[config.mk]
export PLATFORM = sky130hd
export DESIGN_NAME = indicator_pattern_sequencer
export DESIGN_NICKNAME = d
export VERILOG_FILES = /design/src/hw/rtl/ips_pkg.sv /design/src/hw/rtl/indicator_pattern_sequencer.sv /design/src/hw/rtl/ips_store.sv /design/src/hw/rtl/ips_core.sv
export SDC_FILE = /design/constraint.sdc
export NUM_CORES = 1
export LEC_CHECK = 0
export BUFFER_PORTS_ARGS = -buffer_cell sky130_fd_sc_hd__buf_2
export CAP_MARGIN = 10
export CORE_UTILIZATION = 50
export DETAILED_ROUTE_END_ITERATION = 8
export GPL_ROUTABILITY_DRIVEN = 0
export HOLD_SLACK_MARGIN = 0.15
export PLACE_DENSITY = 0.66
export SYNTH_ARGS = -nofsm -noshare
export SYNTH_HDL_FRONTEND = slang
export SYNTH_SLANG_ARGS = --single-unit
[constraint.sdc]
create_clock -name clk -period 4.8 [get_ports clk]
set_clock_uncertainty 0.1 [all_clocks]
set_input_delay 0.48 -clock clk [delete_from_list [all_inputs] [get_ports clk]]
set_output_delay 0.48 -clock clk [all_outputs]
set_load 0.01 [all_outputs]
[src/hw/rtl/ips_pkg.sv]
package ips_pkg;

  localparam logic [1:0] FUNC_TICK  = 2'd0;
  localparam logic [1:0] FUNC_WRITE = 2'd1;
  localparam logic [1:0] FUNC_START = 2'd2;

  localparam logic [1:0] CFG_START_STEP     = 2'd0;
  localparam logic [1:0] CFG_START_DIVIDER  = 2'd1;
  localparam logic [1:0] CFG_START_LENGTH   = 2'd2;
  localparam logic [1:0] CFG_START_POSITION = 2'd3;

  localparam logic [3:0]  STEP_IDLE  = 4'd0;
  localparam logic [3:0]  STEP_FINAL = 4'd9;
  localparam logic [15:0] RELOAD_DIV = 16'h0004;
  localparam logic [15:0] FINAL_DIV  = 16'h0032;
  localparam logic [2:0]  LAST_BIT   = 3'd7;

  typedef struct packed {
    logic [3:0]  start_step;
    logic [15:0] start_divider;
    logic [7:0]  start_length;
    logic [7:0]  start_position;
  } cfg_t;

  typedef struct packed {
    logic       pin_level;
    logic       pin_written;
    logic       ticking;
    logic       finished;
    logic [3:0] sequence_step;
    logic       bit_mode;
  } result_t;

  function automatic logic [7:0] grow_by(input logic [3:0] step);
    logic [7:0] g;
    case (step)
      4'd4:    g = 8'd6;
      4'd6:    g = 8'd4;
      4'd8:    g = 8'd7;
      default: g = 8'd0;
    endcase
    return g;
  endfunction

endpackage

[src/hw/rtl/indicator_pattern_sequencer.sv]
// Indicator pattern sequencer: each tick request drives an indicator pin from a
// ten-step sequencer and a byte-pattern store.
// Input channel in_valid/in_ready carries func (tick, pattern write, start),
// a store address and a pattern byte. Output channel out_valid/out_ready
// returns one result per request: pin level, pin-written flag, ticking,
// finished, current step and bit mode.
// cfg_we/cfg_index/cfg_data write the start registers, taken at start requests.
// The accepting edge reads the pattern byte from the synchronous store; the
// edge that fires the execute stage updates state, writes back and loads the
// output register. Throughput is one request per cycle while the receiver
// takes results, set by the single read-modify-write of the store per request.
// A stalled receiver holds the result in the output register; one more request
// waits in the execute stage, after which in_ready drops.
// Reset clears all sequencer state and the start registers to their defaults;
// the pattern store is not cleared and must be written before it is used.
module indicator_pattern_sequencer
  import ips_pkg::*;
#(
  parameter int PATTERN_DEPTH = 32
) (
  input  logic        clk,
  input  logic        rst_n,
  input  logic        in_valid,
  output logic        in_ready,
  input  logic [1:0]  in_func,
  input  logic [7:0]  in_pattern_address,
  input  logic [7:0]  in_pattern_byte,
  output logic        out_valid,
  input  logic        out_ready,
  output logic        out_pin_level,
  output logic        out_pin_written,
  output logic        out_ticking,
  output logic        out_finished,
  output logic [3:0]  out_sequence_step,
  output logic        out_bit_mode,
  input  logic        cfg_we,
  input  logic [1:0]  cfg_index,
  input  logic [15:0] cfg_data
);

  localparam int AW = $clog2(PATTERN_DEPTH);

  cfg_t          cfg_r;
  logic          e_valid_r;
  logic          out_valid_r;
  logic [1:0]    e_func_r;
  logic [7:0]    e_addr_r;
  logic [7:0]    e_byte_r;
  result_t       out_r;
  result_t       result;
  logic          e_fire;
  logic          in_acc;
  logic [AW-1:0] raddr;
  logic          we;
  logic [AW-1:0] waddr;
  logic [7:0]    wdata;
  logic [7:0]    rdata;

  assign e_fire   = e_valid_r && (!out_valid_r || out_ready);
  assign in_ready = !e_valid_r || e_fire;
  assign in_acc   = in_valid && in_ready;

  always_ff @(posedge clk) begin
    if (!rst_n) begin
      cfg_r.start_step     <= 4'd0;
      cfg_r.start_divider  <= RELOAD_DIV;
      cfg_r.start_length   <= 8'd0;
      cfg_r.start_position <= 8'd0;
    end else if (cfg_we) begin
      case (cfg_index)
        CFG_START_STEP:     cfg_r.start_step     <= cfg_data[3:0];
        CFG_START_DIVIDER:  cfg_r.start_divider  <= cfg_data;
        CFG_START_LENGTH:   cfg_r.start_length   <= cfg_data[7:0];
        CFG_START_POSITION: cfg_r.start_position <= cfg_data[7:0];
        default: begin
        end
      endcase
    end
  end

  always_ff @(posedge clk) begin
    if (!rst_n) begin
      e_valid_r   <= 1'b0;
      out_valid_r <= 1'b0;
    end else begin
      e_valid_r   <= in_acc || (e_valid_r && !e_fire);
      out_valid_r <= e_fire || (out_valid_r && !out_ready);
    end
  end

  always_ff @(posedge clk) begin
    if (in_acc) begin
      e_func_r <= in_func;
      e_addr_r <= in_pattern_address;
      e_byte_r <= in_pattern_byte;
    end
    if (e_fire) begin
      out_r <= result;
    end
  end

  ips_store #(.PATTERN_DEPTH(PATTERN_DEPTH)) u_store (
    .clk   (clk),
    .re    (in_acc),
    .raddr (raddr),
    .we    (we),
    .waddr (waddr),
    .wdata (wdata),
    .rdata (rdata)
  );

  ips_core #(.PATTERN_DEPTH(PATTERN_DEPTH)) u_core (
    .clk             (clk),
    .rst_n           (rst_n),
    .fire            (e_fire),
    .func            (e_func_r),
    .pattern_address (e_addr_r),
    .pattern_byte    (e_byte_r),
    .rdata           (rdata),
    .cfg             (cfg_r),
    .raddr           (raddr),
    .we              (we),
    .waddr           (waddr),
    .wdata           (wdata),
    .result          (result)
  );

  assign out_valid         = out_valid_r;
  assign out_pin_level     = out_r.pin_level;
  assign out_pin_written   = out_r.pin_written;
  assign out_ticking       = out_r.ticking;
  assign out_finished      = out_r.finished;
  assign out_sequence_step = out_r.sequence_step;
  assign out_bit_mode      = out_r.bit_mode;

endmodule

[src/hw/rtl/ips_store.sv]
module ips_store
  import ips_pkg::*;
#(
  parameter int PATTERN_DEPTH = 32,
  localparam int AW = $clog2(PATTERN_DEPTH)
) (
  input  logic          clk,
  input  logic          re,
  input  logic [AW-1:0] raddr,
  input  logic          we,
  input  logic [AW-1:0] waddr,
  input  logic [7:0]    wdata,
  output logic [7:0]    rdata
);

  logic [7:0] mem [PATTERN_DEPTH];
  logic [7:0] rdata_r;

  always_ff @(posedge clk) begin
    if (we) begin
      mem[waddr] <= wdata;
    end
  end

  // same-edge write wins over the old entry
  always_ff @(posedge clk) begin
    if (re) begin
      if (we && (waddr == raddr)) begin
        rdata_r <= wdata;
      end else begin
        rdata_r <= mem[raddr];
      end
    end
  end

  assign rdata = rdata_r;

endmodule

[src/hw/rtl/ips_core.sv]
module ips_core
  import ips_pkg::*;
#(
  parameter int PATTERN_DEPTH = 32,
  localparam int AW = $clog2(PATTERN_DEPTH)
) (
  input  logic          clk,
  input  logic          rst_n,
  input  logic          fire,
  input  logic [1:0]    func,
  input  logic [7:0]    pattern_address,
  input  logic [7:0]    pattern_byte,
  input  logic [7:0]    rdata,
  input  cfg_t          cfg,
  output logic [AW-1:0] raddr,
  output logic          we,
  output logic [AW-1:0] waddr,
  output logic [7:0]    wdata,
  output result_t       result
);

  logic [AW-1:0] idx_tbl [256];

  for (genvar g = 0; g < 256; g++) begin : g_idx
    assign idx_tbl[g] = AW'(g % PATTERN_DEPTH);
  end

  logic [3:0]  step_r, step_nxt;
  logic [15:0] div_r, div_nxt;
  logic [7:0]  len_r, len_nxt;
  logic [7:0]  pos_r, pos_nxt;
  logic [2:0]  bitc_r, bitc_nxt;
  logic        half_r, half_nxt;
  logic        shift_r, shift_nxt;
  logic        tick_r, tick_nxt;
  logic        done_r, done_nxt;
  logic        pin_r, pin_nxt;
  logic        written;
  logic [15:0] div_dec;

  assign div_dec = div_r - 16'd1;

  always_comb begin
    step_nxt  = step_r;
    div_nxt   = div_r;
    len_nxt   = len_r;
    pos_nxt   = pos_r;
    bitc_nxt  = bitc_r;
    half_nxt  = half_r;
    shift_nxt = shift_r;
    tick_nxt  = tick_r;
    done_nxt  = done_r;
    pin_nxt   = pin_r;
    written   = 1'b0;
    we        = 1'b0;
    waddr     = idx_tbl[pos_r];
    wdata     = rdata >> 1;
    if (fire) begin
      case (func)
        FUNC_TICK: begin
          if (tick_r && shift_r) begin
            if (pos_r >= len_r) begin
              if (pos_r == len_r) begin
                shift_nxt = 1'b0;
                pin_nxt   = 1'b0;
                written   = 1'b1;
                div_nxt   = RELOAD_DIV;
                step_nxt  = step_r + 4'd1;
              end
            end else if (!half_r) begin
              pin_nxt  = rdata[0];
              written  = 1'b1;
              half_nxt = 1'b1;
            end else begin
              pin_nxt  = ~rdata[0];
              written  = 1'b1;
              half_nxt = 1'b0;
              if (bitc_r == LAST_BIT) begin
                bitc_nxt = 3'd0;
                pos_nxt  = pos_r + 8'd1;
              end else begin
                bitc_nxt = bitc_r + 3'd1;
                we       = 1'b1;
              end
            end
          end else if (tick_r && (step_r != STEP_IDLE) && (step_r <= STEP_FINAL)) begin
            div_nxt = div_dec;
            if (div_dec == 16'd0) begin
              if (step_r == STEP_FINAL) begin
                div_nxt  = FINAL_DIV;
                tick_nxt = 1'b0;
                done_nxt = 1'b1;
              end else if (step_r[0]) begin
                div_nxt  = RELOAD_DIV;
                step_nxt = step_r + 4'd1;
                pin_nxt  = 1'b1;
                written  = 1'b1;
              end else begin
                bitc_nxt  = 3'd0;
                len_nxt   = len_r + grow_by(step_r);
                pin_nxt   = rdata[0];
                written   = 1'b1;
                half_nxt  = 1'b1;
                shift_nxt = 1'b1;
              end
            end
          end
        end
        FUNC_WRITE: begin
          we    = 1'b1;
          waddr = idx_tbl[pattern_address];
          wdata = pattern_byte;
        end
        FUNC_START: begin
          step_nxt  = cfg.start_step;
          div_nxt   = cfg.start_divider;
          len_nxt   = cfg.start_length;
          pos_nxt   = cfg.start_position;
          bitc_nxt  = 3'd0;
          half_nxt  = 1'b0;
          shift_nxt = 1'b0;
          done_nxt  = 1'b0;
          tick_nxt  = 1'b1;
        end
        default: begin
        end
      endcase
    end
  end

  // next request reads the byte at the position this one leaves
  assign raddr = idx_tbl[pos_nxt];

  assign result.pin_level     = pin_nxt;
  assign result.pin_written   = written;
  assign result.ticking       = tick_nxt;
  assign result.finished      = done_nxt;
  assign result.sequence_step = step_nxt;
  assign result.bit_mode      = shift_nxt;

  always_ff @(posedge clk) begin
    if (!rst_n) begin
      step_r  <= 4'd0;
      div_r   <= 16'd0;
      len_r   <= 8'd0;
      pos_r   <= 8'd0;
      bitc_r  <= 3'd0;
      half_r  <= 1'b0;
      shift_r <= 1'b0;
      tick_r  <= 1'b0;
      done_r  <= 1'b0;
      pin_r   <= 1'b0;
    end else begin
      step_r  <= step_nxt;
      div_r   <= div_nxt;
      len_r   <= len_nxt;
      pos_r   <= pos_nxt;
      bitc_r  <= bitc_nxt;
      half_r  <= half_nxt;
      shift_r <= shift_nxt;
      tick_r  <= tick_nxt;
      done_r  <= done_nxt;
      pin_r   <= pin_nxt;
    end
  end

endmodule

==> results of run 1 <==
[layout make-up]
type,instances,area (um^2)
fillers,2571,13200
flip-flops and latches,370,10300
multi-input cells,925,5700
clock buffers,49,1070
repair buffers,117,848
well taps,435,544
clock inverters,20,214
inverters,23,86.3
[critical path, stage by stage, from the launching register on]
cell and delay (ps):
dfxtp_1 470, inv_1 180, ha_1 340, nand2_1 60
nor2_1 50, o31ai_2 450, a221o_1 260, and2_4 640
mux2i_1 160, mux2i_1 240, o22ai_1 150, or4_1 640
a31oi_1 220
[per-layer routing]
metal | vias to the layer above | routed length [um] | part of all wire
met4 | 0 | 1180 | 0.030
met1 | 5394 | 16700 | 0.43
li1 | 5346 | - | -
met3 | 77 | 2570 | 0.065
met5 | - | 0 | 0
met2 | 420 | 18800 | 0.48
[cells by family (layout without fill, tap and decap cells)]
family,Yosys count,count (layout),share of synthesized area
and+or+nand+nor,507,507,0.140
DFF,370,370,0.627
AOI/OAI and AO/OA,251,251,0.102
muxes,131,131,0.0804
buffers and inverters,94,209,0.0267
adders and majority gates,21,21,0.0165
xor gates and xnor gates,15,15,0.00800
[cells in the final DEF (no fill, tap or decap), types with 19 or more instances in the layout]
master / Yosys / layout
a31oi_1: 24 / 24
buf_4: 8 / 37
a21oi_1: 71 / 70
dlygate4sd3_1: 0 / 31
dfxtp_1: 82 / 82
nand3_1: 34 / 34
buf_2: 14 / 48
o21ai_0: 32 / 32
edfxtp_1: 288 / 288
clkbuf_16: 0 / 41
a32oi_1: 19 / 19
ha_1: 20 / 20
nand2_1: 226 / 225
nor2_1: 120 / 120
mux2i_1: 124 / 124
nor3_1: 23 / 23
inv_1: 22 / 22
[registers in the layout (all words and copies together) (netlist names), 2 cells and up, named ones only]
| signal | cells |
|---|---|
| u_core.div_r | 16 |
| e_func_r | 2 |
| u_core.bitc_r | 3 |
| u_store.mem | 256 |
| e_addr_r | 5 |
| cfg_r | 36 |
| u_store.rdata | 8 |
| u_core.step_r | 4 |
| u_core.len_r | 8 |
| out_sequence_step | 4 |
| e_byte_r | 8 |
| u_core.pos_r | 5 |
[through the flow]
| stage | setup slack (ps) | instances | hold WS, ps | power, mW | utilization |
|---|---|---|---|---|---|
| after detailed placement | 575 | 1839 | 350 | 4.11 | 0.537 |
| after CTS | 554 | 1939 | 156 | 7.13 | 0.587 |
| final | 580 | 1939 | 171 | 7.08 | 0.587 |
| after global routing | 334 | 1939 | 186 | 7.31 | 0.587 |
| after global placement | 540 | 1839 | 347 | 4.09 | 0.537 |
| after floorplan | 1450 | 1389 | 336 | 3.93 | - |
[worst paths after layout]
path / startpoint / endpoint / cells past startpoint
max: u_core.pos_r[0] / u_store.rdata[2] / 12
min: cfg_data[3] / cfg_r[19] / 3
min reg2reg: cfg_r[19] / cfg_r[19] / 2
max reg2reg: u_core.pos_r[0] / u_store.rdata[2] / 12
[power breakdown]
group	internal [mW]	switching, mW
logic	0.176	0.330
registers	3.52	0.0325
clock network	1.80	1.22
[timing repair]
item                                   CTS  global route
endpoints found under the hold margin   38             0
hold buffers                            31             0
setup buffers                            0             0
==> summary.md, run 1 <==
| Metric | Value |
|---|---|
| Outcome | `completed` |
| IO Port Bufs | `48` |
| Critical setup path kind | `flop to flop` |
| DP Area | `roughly 17000 um^2` |
| Mapped Area | `16400 um^2` |
| Reg2reg setup slack | `580 ps` |
| Largest net degree at the start of global routing | `51` |
| Met1 usage | `0.321` |
| Share of layout cells above drive strength 1 | `0.114` |
| Worst setup SP type | `flop` |
| Slew Limit Headroom | `0.280` |
| Synth top area share | `0.527` |
| Inserted Clock Buffers | `40` |
| Syn Area/Cell | `11.8 um^2` |
| Number of detailed-route iterations in the first pass | `7` |
| Synth cell count leaders | `288 x edfxtp_1, 226 x nand2_1, 124 x mux2i_1` |
| Number of synthesized flops with an enable pin | `roughly 290` |
| Top_reg_cell synth | `edfxtp_1` |
| Ys async rst share | `0` |
| Gr ovfl total | `0` |
| Average wire per standard cell | `~20 um` |
| Max-slew violation count | `0` |
| Via count | `11200` |
| Syn. warnings | `0` |
| Sequential fraction of the synthesis area | `0.627` |
| Clock Path Buffers | `3` |
| Clock sinks | `370` |
| Vias in the first global route | `10900` |
| # rows | `65` |
| Met2 GRT Util | `0.397` |
| Hold Path Class | `primary input to flop` |
| GRT Overall Usage | `0.238` |
| DIE WIDTH | `183 um` |
| GR peak layer | `met2` |
| Layout area overhead | `14.2%` |
| Net count reported at finish | `~1500` |
| Clock Tree Root | `clkbuf_16` |
| Detailed Route Iter0 Violations | `894` |
| Vias per Instance | `5.80` |
| Mapped Nets | `1451` |
| Worst VDD drop | `301 uV` |
| Post-synthesis cell count | `approximately 1400` |
| M3 GR Usage | `0.0330` |
| Worst-path clk slew | `60 ps` |
| Arrival time worst endpoint | `4500 ps` |
| Final Hold Viols | `0` |
| Final period util | `0.879` |
| Die area | `approximately 34000 um^2` |
| Final setup fails | `0` |
| CTS tree | `done` |
| Power per cell area | `378 nW/um^2` |
| Detail Placement HPWL | `25600 um` |
| Static Leak | `6.60 nW` |
| Largest cells by area after synthesis | `edfxtp_1 53%, dfxtp_1 10%, mux2i_1 7.6%` |
| Routed Antenna Nets | `0` |
| CORE AREA | `~32000 um^2` |
| First-pass GRT wire length | `61500 um` |
| Die Y-Extent | `183 um` |
| Antenna diodes | `0` |
| Worst EP required | `5080 ps` |
| RSZ-0062 raised after global routing | `false` |
| Critical Path Fanout Max | `45` |
| Setup TNS | `0 ps` |
| Distinct cells, synth | `between 70 and 80` |
| Initial antenna violation count | `0` |
| Max Cap Viol | `0` |
| WL final | `39200 um` |
| # DRC | `0` |
| Cell with the most instances after synthesis | `edfxtp_1` |
| Max Freq | `0.237 GHz` |
| Post-cts resize count | `0` |
| # IOs | `between 50 and 60` |
| Post-route cell area | `between 15000 and 20000 um^2` |
| Tmin final | `around 4200 ps` |
| CTS H-tree lvls | `2` |
| Worst slew pin tran | `1080 ps` |
| CP Capture Type | `flop` |
| Largest area contributor in the netlist | `edfxtp_1` |
| Effective utilization at floorplan | `0.513` |
| Clk Latency, worst-skew pair | `540 ps` |
| Synth Register Bits | `370` |
Power figures use the tool's default switching activity.
==> inputs of run 2 (changes only) <==
- clock period: 4.8 -> 5.1 ns (I/O delays scaled with it)
==> summary.md, run 2 (synthesis results as in run 1) <==
| Metric | Value |
|---|---|
| Detailed Route Iter0 Violations | `1069` |
| Number of detailed-route iterations in the first pass | `5` |
| Hold Path End | `cfg_r[21]` |
| CTS tree | `done` |
| Worst EP required | `about 5300 ps` |
| Vias per Instance | `5.85` |
| Min-Delay Startpoint | `cfg_data[5]` |
| Largest net degree at the start of global routing | `42` |
| CP max stage cell | `and2_4` |
| CTS H-tree lvls | `2` |
| CP max stage delay | `between 500 and 600 ps` |
| Die Y-Extent | `183 um` |
| Clock sinks | `370` |
| Inserted Clock Buffers | `39` |
| Post-CTS setup buffers | `0` |
| CORE AREA | `32000 um^2` |
| GRT Overall Usage | `0.237` |
| DP Area | `17100 um^2` |
| CP Capture Type | `flop` |
| Clock Path Buffers | `3` |
| Most frequent cells in the layout | `288 x edfxtp_1, 225 x nand2_1, 124 x mux2i_1` |
| Reg2reg setup slack | `740 ps` |
| Post-route cell area | `roughly 19000 um^2` |
| Outcome | `completed` |
| Worst-path clk slew | `60 ps` |
| # hold bufs at CTS | `27` |
| Reg with most FFs | `u_store.mem` |
| Max Cap Viol | `0` |
| Vias in the first global route | `10600` |
| Clk Latency, worst-skew pair | `540 ps` |
| IO Port Bufs | `48` |
| Multi-input gate area | `5700 um^2` |
| Max-slew violation count | `0` |
| WL final | `39500 um` |
| Dpl ws | `794 ps` |
| # rows | `65` |
| Arrival time worst endpoint | `4560 ps` |
| Routed Antenna Nets | `0` |
| Crit path max-delay family | `compound AO/OA/AOI/OAI gates` |
| Detail Placement HPWL | `~25000 um` |
| Hold Path Stages | `3` |
| Final setup fails | `0` |
| Effective utilization at floorplan | `0.513` |
| Die area | `33600 um^2` |
| Worst R2R Path Depth | `13` |
| RSZ-0062 raised after global routing | `false` |
| Max FFs per register | `approximately 260` |
| Critical setup path kind | `flop to flop` |
| Largest regs | `u_store.mem x256, cfg_r x36, u_core.div_r x16` |
| Commonest non-fill, non-tap cell in the layout | `edfxtp_1` |
| Average wire per standard cell | `20.5 um` |
| Final core occ | `0.584` |
| First-pass GRT wire length | `60900 um` |
| Net count reported at finish | `1525` |
| Tmin final | `approximately 4400 ps` |
| Critical Path Fanout Max | `36` |
| Hold Path Class | `primary input to flop` |
| Worst setup SP type | `flop` |
| # DRC | `0` |
| RR Endpoint | `u_store.rdata[6]` |
| Worst r2r src | `u_core.pos_r[0]` |
| Share of layout cells above drive strength 1 | `0.108` |
| Layout area overhead | `13.7%` |
| Bufs and invs on worst path | `2` |
| Final WS setup | `736 ps` |
| Initial antenna violation count | `0` |
| Power per cell area | `approximately 350 nW/um^2` |
| Worst VDD drop | `269 uV` |
| Via count | `11300` |
| # IOs | `52` |
| Final-layout fill cell count | `2587` |
| Final Hold Viols | `0` |
| Critical path cell sequence | `inv_1, ha_1, nand2_1, nor2_1, o31ai_2, a221o_1, and2_4, buf_4, mux2i_1, a32oi_1, and3_1, o32a_1, a31o_2` |
| Gr ovfl total | `0` |
| Static Leak | `6.51 nW` |
| Antenna diodes | `0` |
| Setup TNS | `0 ps` |
| Worst slew pin tran | `between 1000 and 1500 ps` |
| Slew Limit Headroom | `0.218` |
| DIE WIDTH | `approximately 180 um` |
| Register area | `10300 um^2` |
| Post-cts resize count | `0` |
| Max Freq | `0.229 GHz` |
| Final period util | `0.856` |
| Clock Tree Root | `clkbuf_16` |
run 2: worst register-to-register path: stages (launching register included):
cell     delay [ps]
dfxtp_1         520
inv_1           200
ha_1            350
nand2_1          60
nor2_1           50
o31ai_2         430
a221o_1         260
and2_4          570
buf_4           450
mux2i_1         270
a32oi_1          80
and3_1          200
o32a_1          320
a31o_2          260
run 2: power by group:
part | switching, mW | total, mW | leakage [nW] | internal [mW]
logic | 0.313 | 0.479 | 2.67 | 0.165
clock network | 1.19 | 2.77 | 0.590 | 1.58
registers | 0.0298 | 3.35 | 3.25 | 3.32
run 2: worst max-delay path by stage:
stage	from	cells past startpoint	slack, ps	to
3_5_place_dp	out_ready	12	790	u_store.rdata[0]
4_1_cts	u_core.pos_r[0]	13	830	u_store.rdata[6]
3_3_place_gp	out_ready	12	840	u_store.rdata[0]
6_report	u_core.pos_r[0]	13	740	u_store.rdata[6]
5_1_grt	u_core.pos_r[0]	13	540	u_store.rdata[6]
2_1_floorplan	u_core.pos_r[0]	14	1750	u_store.rdata[7]
run 2: area by class of cell:
class	instances	area share
flip-flops and latches	370	0.551
clock inverters	27	0.0139
well taps	435	0.0292
repair buffers	104	0.0425
multi-input cells	925	0.305
inverters	23	0.00462
clock buffers	45	0.0535
run 2: per-layer routing:
layer	global-route usage	share of wire	vias up
li1	-	-	5326
met1	0.323	0.43	5508
met2	0.386	0.47	386
met3	0.0403	0.062	74
met4	0.0803	0.031	0
met5	0	0	-
run 2: stage by stage:
stage          hold slack (ps)  std cells  power, mW
6_report                   172       1929       6.60
5_1_grt                    172       1929       6.80
4_1_cts                    153       1927       6.63
3_5_place_dp               347       1828       3.86
3_3_place_gp               345       1828       3.85
2_1_floorplan              336       1389       3.70
